===== config.mk =====
export PLATFORM = sky130hd
export DESIGN_NAME = half_step_stepper_sequencer
export DESIGN_NICKNAME = d
export VERILOG_FILES = /design/src/hdl/hssq_pkg.sv /design/src/hdl/half_step_stepper_sequencer.sv /design/src/hdl/hssq_cfg.sv /design/src/hdl/hssq_core.sv
export SDC_FILE = /design/constraint.sdc
export NUM_CORES = 1
export LEC_CHECK = 0
export ABC_CLOCK_PERIOD_IN_PS = 5500
export BUFFER_PORTS_ARGS = -buffer_cell sky130_fd_sc_hd__buf_2
export CAP_MARGIN = 20
export CELL_PAD_IN_SITES_DETAIL_PLACEMENT = 1
export CELL_PAD_IN_SITES_GLOBAL_PLACEMENT = 1
export CORE_ASPECT_RATIO = 0.8
export CORE_MARGIN = 5
export CORE_UTILIZATION = 45
export CTS_BUF_LIST = sky130_fd_sc_hd__clkbuf_4
export DETAILED_ROUTE_END_ITERATION = 12
export MAX_ROUTING_LAYER = met4
export PLACE_DENSITY = 0.81
export SLEW_MARGIN = 15
export SYNTH_ARGS = -nofsm -noshare
export SYNTH_HDL_FRONTEND = slang
export SYNTH_SLANG_ARGS = --single-unit

===== constraint.sdc =====
create_clock -name clk -period 5.5 [get_ports clk]
set_input_delay 0.275 -clock clk [delete_from_list [all_inputs] [get_ports clk]]
set_output_delay 0.275 -clock clk [all_outputs]
set_load 0.02 [all_outputs]

===== src/hdl/hssq_pkg.sv =====
// ----------------------------------------------------------------------------
// Half-step stepper sequencer package
// Request and result types, configuration types, register indexes and the
// eight-phase half-step coil pattern.
// ----------------------------------------------------------------------------
`default_nettype none

package hssq_pkg;

  // Fixed field widths
  localparam int POS_W   = 16;
  localparam int STEPS_W = 16;
  localparam int COIL_W  = 4;
  localparam int SPR_W   = 16;
  localparam int DLY_W   = 32;
  localparam int WDATA_W = 32;

  // Default parameter values and register reset values
  localparam int DELAY_BITS_DEF = 32;
  localparam logic [SPR_W-1:0] SPR_RESET = 16'd4096;
  localparam logic [DLY_W-1:0] DLY_RESET = 32'd1000;

  // Request command codes
  localparam logic CMD_TICK = 1'b0;
  localparam logic CMD_MOVE = 1'b1;

  // Register indexes
  typedef enum logic [0:0] {
    CFG_STEPS_PER_REV = 1'b0,
    CFG_TICK_DELAY    = 1'b1
  } hssq_cfg_idx_t;

  typedef struct packed {
    logic [SPR_W-1:0] steps_per_rev;
    logic [DLY_W-1:0] tick_delay;
  } hssq_cfg_t;

  // Input request: command 0 = tick, 1 = start a move
  typedef struct packed {
    logic                      command;
    logic signed [STEPS_W-1:0] move_steps;
  } hssq_cmd_t;

  typedef struct packed {
    logic [COIL_W-1:0]  coils;
    logic [POS_W-1:0]   position;
    logic [STEPS_W-1:0] steps_pending;
    logic               busy_res;
    logic               move_done;
    logic               rejected;
  } hssq_res_t;

  // Eight-phase half-step coil pattern, bit3 coil1 .. bit0 coil4
  function automatic logic [COIL_W-1:0] hssq_pattern(input logic [2:0] phase);
    logic [COIL_W-1:0] pat;
    unique case (phase)
      3'd0:    pat = 4'h1;
      3'd1:    pat = 4'h3;
      3'd2:    pat = 4'h2;
      3'd3:    pat = 4'h6;
      3'd4:    pat = 4'h4;
      3'd5:    pat = 4'hC;
      3'd6:    pat = 4'h8;
      default: pat = 4'h9;
    endcase
    return pat;
  endfunction

endpackage

`default_nettype wire


===== src/hdl/half_step_stepper_sequencer.sv =====
// ----------------------------------------------------------------------------
// Half-step stepper sequencer
// Eight-phase half-step drive for a four-coil unipolar stepper, with move
// requests, tick timebase and configurable step delay and revolution length.
// ----------------------------------------------------------------------------
// The block takes one request per clock and returns one result per request.
// The request lands in an input register, the motion state is updated from it
// by combinational logic, and the result is held in an output register. Since
// that update is combinational, ticks may arrive on every clock; only a stalled
// result slows the input side. Write the revolution length and tick delay
// registers only while no request is in flight.
`default_nettype none

module half_step_stepper_sequencer
  import hssq_pkg::*;
#(
  parameter int DELAY_BITS = DELAY_BITS_DEF
) (
  input  wire logic                clk,
  input  wire logic                rst,
  input  wire logic                cmd_valid,
  output logic                     cmd_stall,
  input  wire hssq_cmd_t           cmd,
  output logic                     res_valid,
  input  wire logic                res_stall,
  output hssq_res_t                res,
  input  wire logic                wr_en,
  input  wire hssq_cfg_idx_t       wr_index,
  input  wire logic [WDATA_W-1:0]  wr_data
);

  hssq_cfg_t cfg;
  hssq_cmd_t req;
  logic      req_valid;
  logic      res_free;
  logic      go;
  hssq_res_t res_next;

  hssq_cfg u_cfg (
    .clk      (clk),
    .rst      (rst),
    .wr_en    (wr_en),
    .wr_index (wr_index),
    .wr_data  (wr_data),
    .cfg      (cfg)
  );

  hssq_core #(
    .DELAY_BITS (DELAY_BITS)
  ) u_core (
    .clk      (clk),
    .rst      (rst),
    .go       (go),
    .cmd      (req),
    .cfg      (cfg),
    .res_next (res_next)
  );

  // Handshake: advance when the result register can take a new value
  always_comb begin
    res_free  = !res_valid || !res_stall;
    go        = req_valid && res_free;
    cmd_stall = req_valid && !res_free;
  end

  // Input register
  always_ff @(posedge clk) begin
    if (rst) begin
      req_valid <= 1'b0;
    end else if (!cmd_stall) begin
      req_valid <= cmd_valid;
    end
  end

  always_ff @(posedge clk) begin
    if (!cmd_stall) begin
      req <= cmd;
    end
  end

  // Result register: hold while stalled
  always_ff @(posedge clk) begin
    if (rst) begin
      res_valid <= 1'b0;
    end else if (res_free) begin
      res_valid <= go;
    end
  end

  always_ff @(posedge clk) begin
    if (go) begin
      res <= res_next;
    end
  end

endmodule

`default_nettype wire


===== src/hdl/hssq_cfg.sv =====
// ----------------------------------------------------------------------------
// Half-step stepper sequencer configuration registers
// Holds steps per revolution and step delay, written through a plain port.
// ----------------------------------------------------------------------------
`default_nettype none

module hssq_cfg
  import hssq_pkg::*;
(
  input  wire logic                clk,
  input  wire logic                rst,
  input  wire logic                wr_en,
  input  wire hssq_cfg_idx_t       wr_index,
  input  wire logic [WDATA_W-1:0]  wr_data,
  output hssq_cfg_t                cfg
);

  // Decode the index and capture the write
  always_ff @(posedge clk) begin
    if (rst) begin
      cfg.steps_per_rev <= SPR_RESET;
      cfg.tick_delay    <= DLY_RESET;
    end else if (wr_en) begin
      unique case (wr_index)
        CFG_STEPS_PER_REV: cfg.steps_per_rev <= wr_data[SPR_W-1:0];
        CFG_TICK_DELAY:    cfg.tick_delay    <= wr_data[DLY_W-1:0];
      endcase
    end
  end

endmodule

`default_nettype wire


===== src/hdl/hssq_core.sv =====
// ----------------------------------------------------------------------------
// Half-step stepper sequencer core
// Motion state (position, direction, steps remaining, elapsed ticks, coil
// drive) and the combinational next-state update for one request.
// ----------------------------------------------------------------------------
`default_nettype none

module hssq_core
  import hssq_pkg::*;
#(
  parameter int DELAY_BITS = DELAY_BITS_DEF
) (
  input  wire logic      clk,
  input  wire logic      rst,
  input  wire logic      go,
  input  wire hssq_cmd_t cmd,
  input  wire hssq_cfg_t cfg,
  output hssq_res_t      res_next
);

  localparam int CMP_W = (DELAY_BITS > DLY_W) ? DELAY_BITS : DLY_W;

  logic [POS_W-1:0]      position;
  logic                  forward;
  logic [STEPS_W-1:0]    remaining;
  logic [DELAY_BITS-1:0] elapsed;
  logic [COIL_W-1:0]     coil;

  logic [POS_W-1:0]      position_next;
  logic                  forward_next;
  logic [STEPS_W-1:0]    remaining_next;
  logic [DELAY_BITS-1:0] elapsed_next;
  logic [COIL_W-1:0]     coil_next;
  logic                  done;
  logic                  rej;

  logic [DELAY_BITS-1:0] elapsed_inc;
  logic                  step_due;
  logic [STEPS_W-1:0]    raw;
  logic [POS_W-1:0]      pos_inc;
  logic [POS_W-1:0]      rev_base;
  logic [POS_W-1:0]      pos_adv;

  // Saturating tick count and the step-due compare
  always_comb begin
    elapsed_inc = (elapsed == '1) ? elapsed : elapsed + 1'b1;
    step_due    = (remaining != '0) &&
                  (CMP_W'(elapsed_inc) >= CMP_W'(cfg.tick_delay));
  end

  // Advance the position one step, wrapping within the revolution
  always_comb begin
    pos_inc  = position + 1'b1;
    rev_base = (position == '0) ? cfg.steps_per_rev : position;
    if (forward) begin
      pos_adv = (pos_inc == cfg.steps_per_rev) ? '0 : pos_inc;
    end else begin
      pos_adv = rev_base - 1'b1;
    end
  end

  // Next state for one request
  always_comb begin
    raw            = cmd.move_steps;
    position_next  = position;
    forward_next   = forward;
    remaining_next = remaining;
    elapsed_next   = elapsed;
    coil_next      = coil;
    done           = 1'b0;
    rej            = 1'b0;
    if (go) begin
      if (cmd.command == CMD_MOVE) begin
        // Move: reject while busy, ignore a zero count
        if (remaining != '0) begin
          rej = 1'b1;
        end else if (raw != '0) begin
          forward_next   = !raw[STEPS_W-1];
          remaining_next = raw[STEPS_W-1] ? (~raw + 1'b1) : raw;
        end
      end else begin
        // Tick: count, and step when the delay has run out
        elapsed_next = elapsed_inc;
        if (step_due) begin
          elapsed_next   = '0;
          position_next  = pos_adv;
          remaining_next = remaining - 1'b1;
          if (remaining == STEPS_W'(1)) begin
            coil_next = '0;
            done      = 1'b1;
          end else begin
            coil_next = hssq_pattern(pos_adv[2:0]);
          end
        end
      end
    end
  end

  // Result built from the updated state
  always_comb begin
    res_next.coils         = coil_next;
    res_next.position      = position_next;
    res_next.steps_pending = remaining_next;
    res_next.busy_res      = (remaining_next != '0);
    res_next.move_done     = done;
    res_next.rejected      = rej;
  end

  always_ff @(posedge clk) begin
    if (rst) begin
      position  <= '0;
      forward   <= 1'b0;
      remaining <= '0;
      elapsed   <= '0;
      coil      <= '0;
    end else begin
      position  <= position_next;
      forward   <= forward_next;
      remaining <= remaining_next;
      elapsed   <= elapsed_next;
      coil      <= coil_next;
    end
  end

endmodule

`default_nettype wire


# Yosys cells after proc, flatten, opt, wreduce, memory -nomap -nowiden
# Cells that the tools add are included.
# word_totals
regBits,175
latch_bits,0
mem_bits_rw,0
romBits,0
inputBits,55
out_inout_bits,41
elab_cells,76
n_memories,0
# op_classes
n_addsub,5
n_mul,0
div_mod_pow,0
n_lt_le_gt_ge,1
n_eq_ne,9
shift,0
n_mux,21
bitwise_logic,5
n_reduce_logical,18
# ops
operator,n
16-bit 2-to-1 mux,12
32-bit 2-to-1 mux,2
16-bit nonzero test,3
"16-bit by 1-bit adder with 16-bit output, second input constant",2
"32-bit by 1-bit adder with 32-bit output, second input constant",1
"32-bit equality test, second input constant",1
32-bit greater-or-equal comparator,1
"16-bit by 1-bit subtractor with 16-bit output, second input constant",2
4-bit case mux with 7 select lines,1
"16-bit by 1-bit equality test with 1-bit output, second input constant",1
16-bit equality test,1
16-bit zero test,1
4-bit 2-to-1 mux,4
16-bit NOT,1
"3-bit equality test, second input constant",3
"3-bit by 2-bit equality test with 1-bit output, second input constant",2
2-bit AND reduction,3
1-bit zero test,4
1-bit NOT,4
4-bit AND reduction,1
"3-bit by 1-bit equality test with 1-bit output, second input constant",1
1-bit logical AND,3
3-bit zero test,1
1-bit 2-to-1 mux,2
2 further kinds,2

# Depth between registers and ports, before layout
# Gate-level depths: netlist of run 1.
# logic_depth
depth_word,10
mapped_depth,21
ltp_nobuf,18

# By module
# From an unflattened synthesis of run 1, not the netlist that was laid out.
# hier_totals
hier_cells,1225
area_unflattened_um2,10711.5
# modules_own_cells
mod,n_inst,cells_per_inst,area_each_um2,seq_area_each_um2
hssq_core,1,958,6896.6,1381.3
hssq_cfg,1,202,2050.7,960.9
half_step_stepper_sequencer,1,65,1764.2,1721.7

# Worst setup path before layout of run 1
# OpenSTA, ideal clock, no wires.
# synth_timing
kind,register to register
start,reg u_core.elapsed[3]
end,reg res[2] (netlist name) (data pin)
setup_ns,0.274
arrival_ns,4.597
required_time_ns,5.226
slack_ns,0.629
stages_incl_launch_ff,20
n_path_buf,2
synth_period_minus_slack_ns,4.871
path_cell_list,dfxtp_1 -> clkbuf_1 -> and4_1 -> and4_1 -> and4_1 -> clkbuf_1 -> nor4b_2 -> and2_1 -> nor2b_1 -> xnor2_1 -> ha_1 -> nand4_1 -> or4_1 -> a31oi_1 -> o31a_1 -> o21ai_0 -> or3_1 -> mux2i_1 -> nor4_1 -> nand4_1
# synth_lines
item,line,text
from (decl),hssq_core.sv:26,logic [DELAY_BITS-1:0] elapsed;
from (signal assigned),hssq_core.sv:120,elapsed <= elapsed_next;
to (signal assigned),half_step_stepper_sequencer.sv:92,res <= res_next;
to (decl),half_step_stepper_sequencer.sv:26,"output hssq_res_t res,"

==> flow_metrics.env, run 1 <==
export IMPL_ir_drop_uv=134
export IMPL_startpoint="u_core.elapsed[5]$_SDFFE_PP0P_"
export IMPL_max_freq_mhz=190
export IMPL_cp_depth=18
export IMPL_drtIter0Drc=687
export IMPL_wirelength_um=33300
export IMPL_crit_top_cell="nand4_1"
export IMPL_relSlewSlack=0.362
export IMPL_slowest_stage="or4_1"
export IMPL_rrSetupSlack_ps=230
export IMPL_syn_area_per_cell_um2=8.46
export IMPL_setup_viol=0
export IMPL_tightest_slew_ps=954
export IMPL_arrival_ps=5610
export IMPL_rr_worst_depth=18
export IMPL_die_h_um=145
export IMPL_cts_tree="built"
export IMPL_worstPathCellList="and4_1 > and4_1 > and4_2 > nor4b_2 > and2_1 > nand4_1 > xnor2_1 > ha_1 > nand4_1 > or4_1 > a31oi_1 > o31a_1 > buf_4 > o21ai_0 > or3_1 > mux2i_1 > nor4_2 > nand4_1"
export IMPL_htreeDepth=4
export IMPL_finalNetCount=1440
export IMPL_status="finished, final reports clean"
export IMPL_synth_edff_count=56
export IMPL_grt_pass1_wl_um=53600
export IMPL_crit_path_end_kind="flop"
export IMPL_vias_per_cell=5.87
export IMPL_ys_seq_elements=175
export IMPL_syn_area_um2=10300
export IMPL_port_buffers=95
export IMPL_async_reset_ff_frac=0
export IMPL_ant_nets=0
export IMPL_ys_seq_area_frac=0.396
export IMPL_yosys_warnings=0
export IMPL_layout_drive_gt1_share=0.151
export IMPL_cp_slowest_stage_delay_ps=560
export IMPL_path_max_fanout=7
export IMPL_reg2reg_to="res[2]$_DFFE_PP_"
export IMPL_critPathKind="flop to flop"
export IMPL_core_um2=22400
export IMPL_finClkSkew_ps=32.7
export IMPL_cap_violations=0
export IMPL_rr_startpoint="u_core.elapsed[5]$_SDFFE_PP0P_"
export IMPL_vias=9779
export IMPL_gp_congestion=0.949
export IMPL_period_share=0.959
export IMPL_fp_dieW_um=179
export IMPL_synthFlopType="dfxtp_1"
export IMPL_final_util=0.529
export IMPL_cp_top_family="simple AND/OR/NAND/NOR gates"
export IMPL_total_power_mw=2.66
export IMPL_power_leakage_nw=4.62
export IMPL_antenna_found_initial=1
export IMPL_synthTopCellsByArea="dfxtp_1 23%, edfxtp_1 16%, nand2_1 6.5%"
export IMPL_cts_buffers=17
export IMPL_yosysTopAreaCell="dfxtp_1"
export IMPL_power_density_nw_per_um2=224
export IMPL_syn_inst=1213
export IMPL_clock_tree_buffer_depth=2
export IMPL_hpwl_um=24000
export IMPL_grt_total_usage=0.263
export IMPL_grt_max_degree=72
export IMPL_die_area_um2=25900
export IMPL_num_rows=49
export IMPL_drcViolationCount=0
export IMPL_clk_pin_slew_ps=160
export IMPL_required_ps=5840
export IMPL_overflow=0
export IMPL_grt_pass1_vias=9835
export IMPL_clock_latency_ps=610
export IMPL_synth_top_cell_area_share=0.232
export IMPL_startpoint_type="flop"
export IMPL_hp_class="input port to flop"
export IMPL_yosysUniqueCellTypes=85
export IMPL_root_buffer="clkbuf_4"
export IMPL_slew_viol_final=0
export IMPL_post_drt_wl_per_cell_um=20.0
export IMPL_endpoint="res[2]$_DFFE_PP_"
export IMPL_cts_sinks=175
export IMPL_start_util=0.457
export IMPL_path_buf_inv=1
export IMPL_syn2layout_area_growth_pct=15.8
export IMPL_io_pins=96
export IMPL_final_hold_violation_count=0
export IMPL_first_pass_iters=5
export IMPL_syn_nets=1307
export IMPL_fin_crit_ps=5270
stage by stage:
stage | area [um^2] | hold slack [ps] | setup TNS [ps] | cells | worst slack, ps
floorplan | 10300 | 374 | 0 | 1213 | 629
global placement | 11100 | 439 | 0 | 1581 | 350
detailed placement | 11100 | 449 | 0 | 1581 | 159
CTS | 11900 | 104 | 0 | 1664 | 109
global route | 11900 | 91.6 | -77.2 | 1667 | -77.2
finish | 11900 | 152 | 0 | 1667 | 228
cell usage after synthesis, types with 5 or more instances:
cell type  count
o32ai_1        5
nand2_1      179
o22ai_1        7
or4_1         11
nor2b_1        7
buf_1          8
nand3_1       45
and2_1        27
mux2i_1       12
a21o_1         5
dfxtp_1      119
o211ai_1      12
a21oi_1      112
nand3b_1       6
a22oi_1       12
inv_1         58
nand2b_1       9
nand4_1       23
ha_1          39
xnor2_1       51
nor2_1        87
edfxtp_1      56
xor2_1        21
o31ai_1       10
and3_1         7
or3_1         14
and4_1         6
nor4b_1        5
buf_6          5
a311oi_1       6
clkbuf_1      47
a31oi_1       13
nor4_1        14
or2_2          6
nor3_1        37
o21ai_0       41
registers in the layout, summed over array words and instances (netlist names):
signal and flops:
u_core.coil 4, u_core.forward 1, u_core.position 16, u_core.remaining 16, res 39, req_valid 1
u_core.elapsed 32, req 17, res_valid 1, u_cfg.cfg 48
per-layer routing:
| metal | GRT usage | vias to the layer above | routed length, um |
|---|---|---|---|
| li1 | - | 4654 | - |
| met1 | 0.380 | 4791 | 15900 |
| met2 | 0.385 | 303 | 14800 |
| met3 | 0.0562 | 31 | 2230 |
| met4 | 0.0502 | 0 | 357 |
| met5 | - | - | 0 |
placed cells by master (no fill, tap or decap), drive strengths merged, types with 9 or more instances in the layout:
master       synthesis  layout
a21oi              114     114
a22oi               12      12
a31oi               13      13
and2                27      27
buf                 17     128
clkbuf              47      18
dfxtp              119     119
dlygate4sd3          0      51
edfxtp              56      56
ha                  39      39
inv                 58      64
mux2i               12      12
nand2              180     180
nand2b               9       9
nand3               47      47
nand4               24      24
nor2                87      87
nor3                37      37
nor4                19      19
o211ai              13      13
o21ai               46      46
o31ai               10      10
or3                 14      14
or4                 11      11
xnor2               51      51
xor2                21      21
power breakdown:
group / switching, mW / leakage (nW) / internal [mW]
combinational: 0.295 / 2.94 / 0.183
clock: 0.514 / 0.151 / 0.239
sequential: 0.0487 / 1.52 / 1.38
layout make-up:
cell class | count | area, um^2
clock inverters | 14 | 133
flip-flops and latches | 175 | 4070
fillers | 2728 | 10600
well taps | 306 | 383
multi-input cells | 914 | 5690
diodes | 2 | 5.00
clock buffers | 18 | 135
repair buffers | 179 | 1250
inverters | 59 | 221
what timing repair did:
item,4_1_cts,5_1_grt
gates resized for setup,0,4
setup buffers,0,1
hold buffers,51,0
setup endpoints to repair,0,1
hold endpoints to repair,67,0
worst min path at each step:
stage / start / to / slack, ps / cells past startpoint
2_1_floorplan: cmd[0] / req[0]$_DFFE_PN_ / 370 / 0
3_3_place_gp: u_core.elapsed[31]$_SDFFE_PP0P_ / u_core.elapsed[31]$_SDFFE_PP0P_ / 440 / 2
3_5_place_dp: u_cfg.cfg[31]$_SDFFE_PP0P_ / u_cfg.cfg[31]$_SDFFE_PP0P_ / 450 / 2
4_1_cts: rst / u_core.remaining[1]$_SDFF_PP0_ / 100 / 2
5_1_grt: rst / u_core.remaining[1]$_SDFF_PP0_ / 90 / 2
6_report: rst / u_core.remaining[1]$_SDFF_PP0_ / 150 / 2
cells by family (layout without fill, tap and decap cells):
group | count (synthesis) | in the layout | synth area share
AO/OA/AOI/OAI | 283 | 283 | 0.181
XOR/XNOR | 72 | 72 | 0.0615
adder cells (fa/ha/maj) | 39 | 39 | 0.0476
buffers and inverters | 124 | 270 | 0.0502
flip-flops | 175 | 175 | 0.396
multiplexers | 14 | 14 | 0.0139
other | 0 | 2 | 0
AND/OR/NAND/NOR | 506 | 506 | 0.250
Power figures use the tool's default switching activity.
==> inputs of run 2 (changes only) <==
--- a/config.mk
+++ b/config.mk
@@ -16,7 +16,7 @@
 export CTS_BUF_LIST = sky130_fd_sc_hd__clkbuf_4
 export DETAILED_ROUTE_END_ITERATION = 12
 export MAX_ROUTING_LAYER = met4
-export PLACE_DENSITY = 0.81
+export PLACE_DENSITY = 0.87
 export SLEW_MARGIN = 15
 export SYNTH_ARGS = -nofsm -noshare
 export SYNTH_HDL_FRONTEND = slang
==> flow_metrics.env, run 2 (synthesis gave the netlist of run 1 again) <==
export IMPL_start_util=0.457
export IMPL_status="finished, final reports clean"
export IMPL_fp_dieW_um=179
export IMPL_finClkSkew_ps=48.7
export IMPL_fin_crit_ps=5250
export IMPL_drcViolationCount=0
export IMPL_arrival_ps=5610
export IMPL_post_drt_wl_per_cell_um=20.5
export IMPL_core_um2=22400
export IMPL_slew_viol_final=0
export IMPL_vias=9937
export IMPL_num_rows=49
export IMPL_largest_registers="u_cfg.cfg: 48 flops, res: 39 flops, u_core.elapsed: 32 flops"
export IMPL_ir_drop_uv=159
export IMPL_relSlewSlack=0.250
export IMPL_htreeDepth=4
export IMPL_power_leakage_nw=4.61
export IMPL_cts_buffers=17
export IMPL_hpwl_um=23800
export IMPL_die_h_um=145
export IMPL_rrSetupSlack_ps=250
export IMPL_path_max_fanout=7
export IMPL_final_common_cell="nand2_1"
export IMPL_rr_startpoint="u_core.elapsed[13]$_SDFFE_PP0P_"
export IMPL_multiInputGateArea_um2=5720
export IMPL_startpoint="u_core.elapsed[13]$_SDFFE_PP0P_"
export IMPL_wirelength_um=34000
export IMPL_layout_drive_gt1_share=0.153
export IMPL_hp_class="input port to flop"
export IMPL_final_util=0.530
export IMPL_required_ps=5860
export IMPL_cts_sinks=175
export IMPL_cap_violations=0
export IMPL_dpl_cell_area_um2=11000
export IMPL_die_area_um2=25900
export IMPL_grt_max_degree=79
export IMPL_largest_reg_flops=48
export IMPL_grt_pass1_vias=10100
export IMPL_rr_worst_depth=17
export IMPL_io_pins=96
export IMPL_vias_per_cell=5.98
export IMPL_reg2reg_to="res[2]$_DFFE_PP_"
export IMPL_top_register="u_cfg.cfg"
export IMPL_tightest_slew_ps=1110
export IMPL_port_buffers=95
export IMPL_startpoint_type="flop"
export IMPL_layout_common_cells="179 x nand2_1, 113 x dfxtp_1, 112 x a21oi_1, 95 x buf_2, 87 x nor2_1"
export IMPL_drtIter0Drc=899
export IMPL_overflow=0
export IMPL_final_hold_violation_count=0
export IMPL_grt_pass1_wl_um=54600
export IMPL_syn2layout_area_growth_pct=16.0
export IMPL_critPathKind="flop to flop"
export IMPL_finalNetCount=1436
export IMPL_clock_latency_ps=630
export IMPL_register_area_um2=4070
export IMPL_clk_pin_slew_ps=170
export IMPL_rsz0062_at_grt="no"
export IMPL_cts_tree="built"
export IMPL_final_area_um2=11900
export IMPL_antenna_found_initial=1
export IMPL_nFillCells=2724
export IMPL_ant_nets=0
export IMPL_clock_tree_buffer_depth=2
export IMPL_fin_tns_setup_ps=0
export IMPL_gp_congestion=0.962
export IMPL_pre_cts_slack_ps=6.47
export IMPL_setup_viol=0
export IMPL_root_buffer="clkbuf_4"
export IMPL_total_power_mw=2.72
export IMPL_fin_ws_ps=254
export IMPL_crit_path_end_kind="flop"
export IMPL_power_density_nw_per_um2=229
export IMPL_grt_total_usage=0.268
export IMPL_max_freq_mhz=191
export IMPL_period_share=0.954
export IMPL_first_pass_iters=7
export IMPL_endpoint="res[2]$_DFFE_PP_"
run 2: cell count changes in the layout (fill, tap and decap cells not counted), sizes merged:
cell,delta
clkinvlp,+2
diode,-1
inv,-2
clkinv,-1
bufinv,+1
buf,-4
run 2: how the worst min path moves through the flow:
stage,start,end,slack (ps),cells past startpoint
finish,rst,u_core.coil[3]$_SDFF_PP0_,70,2
global route,rst,u_core.coil[3]$_SDFF_PP0_,50,2
CTS,rst,u_core.coil[3]$_SDFF_PP0_,50,2
detailed placement,u_cfg.cfg[2]$_SDFFE_PP0P_,u_cfg.cfg[2]$_SDFFE_PP0P_,450,2
global placement,u_core.elapsed[31]$_SDFFE_PP0P_,u_core.elapsed[31]$_SDFFE_PP0P_,440,2
floorplan,cmd[0],req[0]$_DFFE_PN_,370,0
run 2: per-stage QoR:
stage / instances / hold WS [ps]
2_1_floorplan: 1213 / 374
3_3_place_gp: 1575 / 440
3_5_place_dp: 1576 / 451
4_1_cts: 1661 / 45.0
5_1_grt: 1662 / 46.6
6_report: 1662 / 66.7
run 2: layout make-up:
cell class | count | share of cell area
antenna | 1 | 0.000210
clock buffer | 18 | 0.0114
clock inverter | 14 | 0.0131
inverter | 59 | 0.0186
multi-input combinational | 914 | 0.480
sequential | 175 | 0.342
tap | 306 | 0.0322
timing repair buffer | 175 | 0.102
run 2: critical path, stage by stage (launching register included):
cell and delay [ps]:
dfxtp_2 430, nand4_1 260, nor3_4 320, and4_4 310
nor4b_4 230, and2_4 220, nand4_1 180, xnor2_1 180
ha_1 320, nand4_1 170, or4_1 620, a31oi_1 230
o31a_1 240, o21ai_0 240, or3_1 410, mux2i_1 170
nor4_2 310, nand4_1 140
run 2: report_power, final:
part / total (mW) / leakage [nW] / internal [mW] / switching (mW)
sequential: 1.43 / 1.52 / 1.38 / 0.0491
combinational: 0.487 / 2.94 / 0.185 / 0.302
clock: 0.801 / 0.149 / 0.282 / 0.519
total: 2.72 / 4.61 / 1.85 / 0.870
run 2: metal layers:
layer / GRT usage / vias to the layer above / part of all wire
met2: 0.411 / 330 / 0.46
met1: 0.366 / 4899 / 0.46
met3: 0.0505 / 67 / 0.061
li1: - / 4641 / -
met4: 0.0717 / 0 / 0.021
met5: - / - / 0
run 2: repair_timing:
item / in CTS / in global routing
pin swaps: 0 / 2
endpoints found under the setup margin: 2 / 19
gates resized for setup: 1 / 16
endpoints found under the hold margin: 67 / 0
buffers inserted: 2 / 0
hold buffers: 51 / 0
==> inputs of run 3 (changes only) <==
--- a/config.mk
+++ b/config.mk
@@ -15,6 +15,7 @@
 export CORE_UTILIZATION = 45
 export CTS_BUF_LIST = sky130_fd_sc_hd__clkbuf_4
 export DETAILED_ROUTE_END_ITERATION = 12
+export GPL_TIMING_DRIVEN = 0
 export MAX_ROUTING_LAYER = met4
 export PLACE_DENSITY = 0.87
 export SLEW_MARGIN = 15
==> flow_metrics.env, run 3 (synthesis gave the netlist of run 1 again) <==
export IMPL_cap_violations=0
export IMPL_ant_nets=0
export IMPL_ir_drop_uv=134
export IMPL_required_ps=5850
export IMPL_grt_pass1_vias=10300
export IMPL_final_cells=1704
export IMPL_power_leakage_nw=4.67
export IMPL_fin_tns_setup_ps=0
export IMPL_startpoint_type="flop"
export IMPL_hold_slack_ps=211
export IMPL_swShare=0.321
export IMPL_seqPwrFrac=0.521
export IMPL_hp_class="input port to flop"
export IMPL_final_common_cell="nand2_1"
export IMPL_crit_path_end_kind="flop"
export IMPL_switchingPower_uw=877
export IMPL_gp_congestion=0.944
export IMPL_finalNetCount=1478
export IMPL_pre_cts_slack_ps=-736
export IMPL_top_register="u_cfg.cfg"
export IMPL_dpl_cell_area_um2=11100
export IMPL_port_buffers=95
export IMPL_fp_dieW_um=179
export IMPL_num_rows=49
export IMPL_period_share=0.975
export IMPL_overflow=0
export IMPL_first_pass_iters=10
export IMPL_multiInputGateArea_um2=5800
export IMPL_register_area_um2=4070
export IMPL_dp_cells=1615
export IMPL_grt_max_degree=33
export IMPL_comb_power_share=0.184
export IMPL_vias_per_cell=6.03
export IMPL_path_max_fanout=7
export IMPL_critPathKind="flop to flop"
export IMPL_internal_power_mw=1.85
export IMPL_layout_drive_gt1_share=0.155
export IMPL_nFillCells=2734
export IMPL_root_buffer="clkbuf_4"
export IMPL_status="finished, final reports clean"
export IMPL_grt_total_usage=0.286
export IMPL_htreeDepth=4
export IMPL_drcViolationCount=0
export IMPL_finClkSkew_ps=37.5
export IMPL_clock_latency_ps=620
export IMPL_die_area_um2=25900
export IMPL_largest_registers="u_cfg.cfg: 48 flops, res: 39 flops, u_core.elapsed: 32 flops"
export IMPL_slew_viol_final=0
export IMPL_start_util=0.457
export IMPL_cts_sinks=175
export IMPL_drtIter0Drc=820
export IMPL_antenna_found_initial=2
export IMPL_relSlewSlack=0.428
export IMPL_pwr_share_clk=0.294
export IMPL_layout_common_cells="179 x nand2_1, 114 x dfxtp_1, 111 x a21oi_1, 99 x buf_2, 85 x nor2_1"
export IMPL_largest_reg_flops=48
export IMPL_io_pins=96
export IMPL_power_density_nw_per_um2=225
export IMPL_die_h_um=145
export IMPL_grt_pass1_wl_um=57100
export IMPL_fin_ws_ps=138
export IMPL_post_drt_wl_per_cell_um=21.5
export IMPL_wirelength_um=36700
export IMPL_clock_tree_buffer_depth=2
export IMPL_setup_viol=0
export IMPL_final_area_um2=12100
export IMPL_hpwl_um=26200
export IMPL_tightest_slew_ps=855
export IMPL_final_hold_violation_count=0
export IMPL_fin_crit_ps=5360
export IMPL_arrival_ps=5710
export IMPL_total_power_mw=2.73
export IMPL_cts_tree="built"
export IMPL_core_um2=22400
export IMPL_vias=10300
export IMPL_max_freq_mhz=187
export IMPL_rsz0062_at_grt="yes"
export IMPL_final_util=0.541
export IMPL_syn2layout_area_growth_pct=18.3
export IMPL_cts_buffers=17
export IMPL_clk_pin_slew_ps=170
-- run 3: cell count changes in the layout (fill, tap and decap cells not counted), sizes merged --
cell,delta
clkbuf,+43
buf,-2
clkinv,-1
dlygate4sd1,+1
inv,+1
-- run 3: power by group through the flow --
stage / Combinational (mW) / Clock (mW) / Sequential (mW)
2_1_floorplan: 0.280 / 0 / 1.46
3_3_place_gp: 0.430 / 0 / 1.45
3_5_place_dp: 0.447 / 0 / 1.45
4_1_cts: 0.479 / 0.808 / 1.42
5_1_grt: 0.542 / 0.858 / 1.43
6_report: 0.503 / 0.804 / 1.42
-- run 3: per-layer routing --
layer	vias to the layer above	share of wire	GRT usage
li1	4731	-	-
met4	0	0.024	0.0763
met1	5059	0.44	0.382
met3	74	0.071	0.0512
met5	-	0	-
met2	408	0.47	0.449
-- run 3: area by class of cell --
type,instances,share of cell area
multi-input cells,914,0.478
flip-flops and latches,175,0.336
repair buffers,156,0.0885
well taps,306,0.0316
plain buffers,61,0.0239
inverters,59,0.0183
clock inverters,14,0.0130
clock buffers,18,0.0111
diodes,1,0.000206
-- run 3: worst paths after layout --
path                                       start                         end  slack (ps)  cells after the start
hold reg to reg       u_cfg.cfg[13]$_SDFFE_PP0P_  u_cfg.cfg[13]$_SDFFE_PP0P_         470                      2
hold / removal                          wr_index  u_cfg.cfg[32]$_SDFFE_PP0P_         210                      5
setup reg to reg  u_core.elapsed[4]$_SDFFE_PP0P_            res[2]$_DFFE_PP_         140                     19
setup / recovery  u_core.elapsed[4]$_SDFFE_PP0P_            res[2]$_DFFE_PP_         140                     19
-- run 3: what timing repair did --
action	in CTS	in global routing
pin swaps	3	2
setup endpoints to repair	98	74
resized for setup	16	28
endpoints found under the hold margin	67	0
gates cloned	0	0
setup buffers	5	4
hold buffers	51	0
-- run 3: critical path: stages, from the launching register on --
cell,delay [ps]
dfxtp_4,400
and4_2,240
and4_2,280
and4_4,230
a211oi_2,400
and2_1,210
nand3_1,140
xnor2_1,210
ha_1,300
a21oi_1,310
nand3_1,180
a211o_1,330
o31a_1,300
buf_4,170
buf_4,140
nor2_1,410
o21a_1,240
o31ai_2,140
nor4_2,310
nand4_1,150
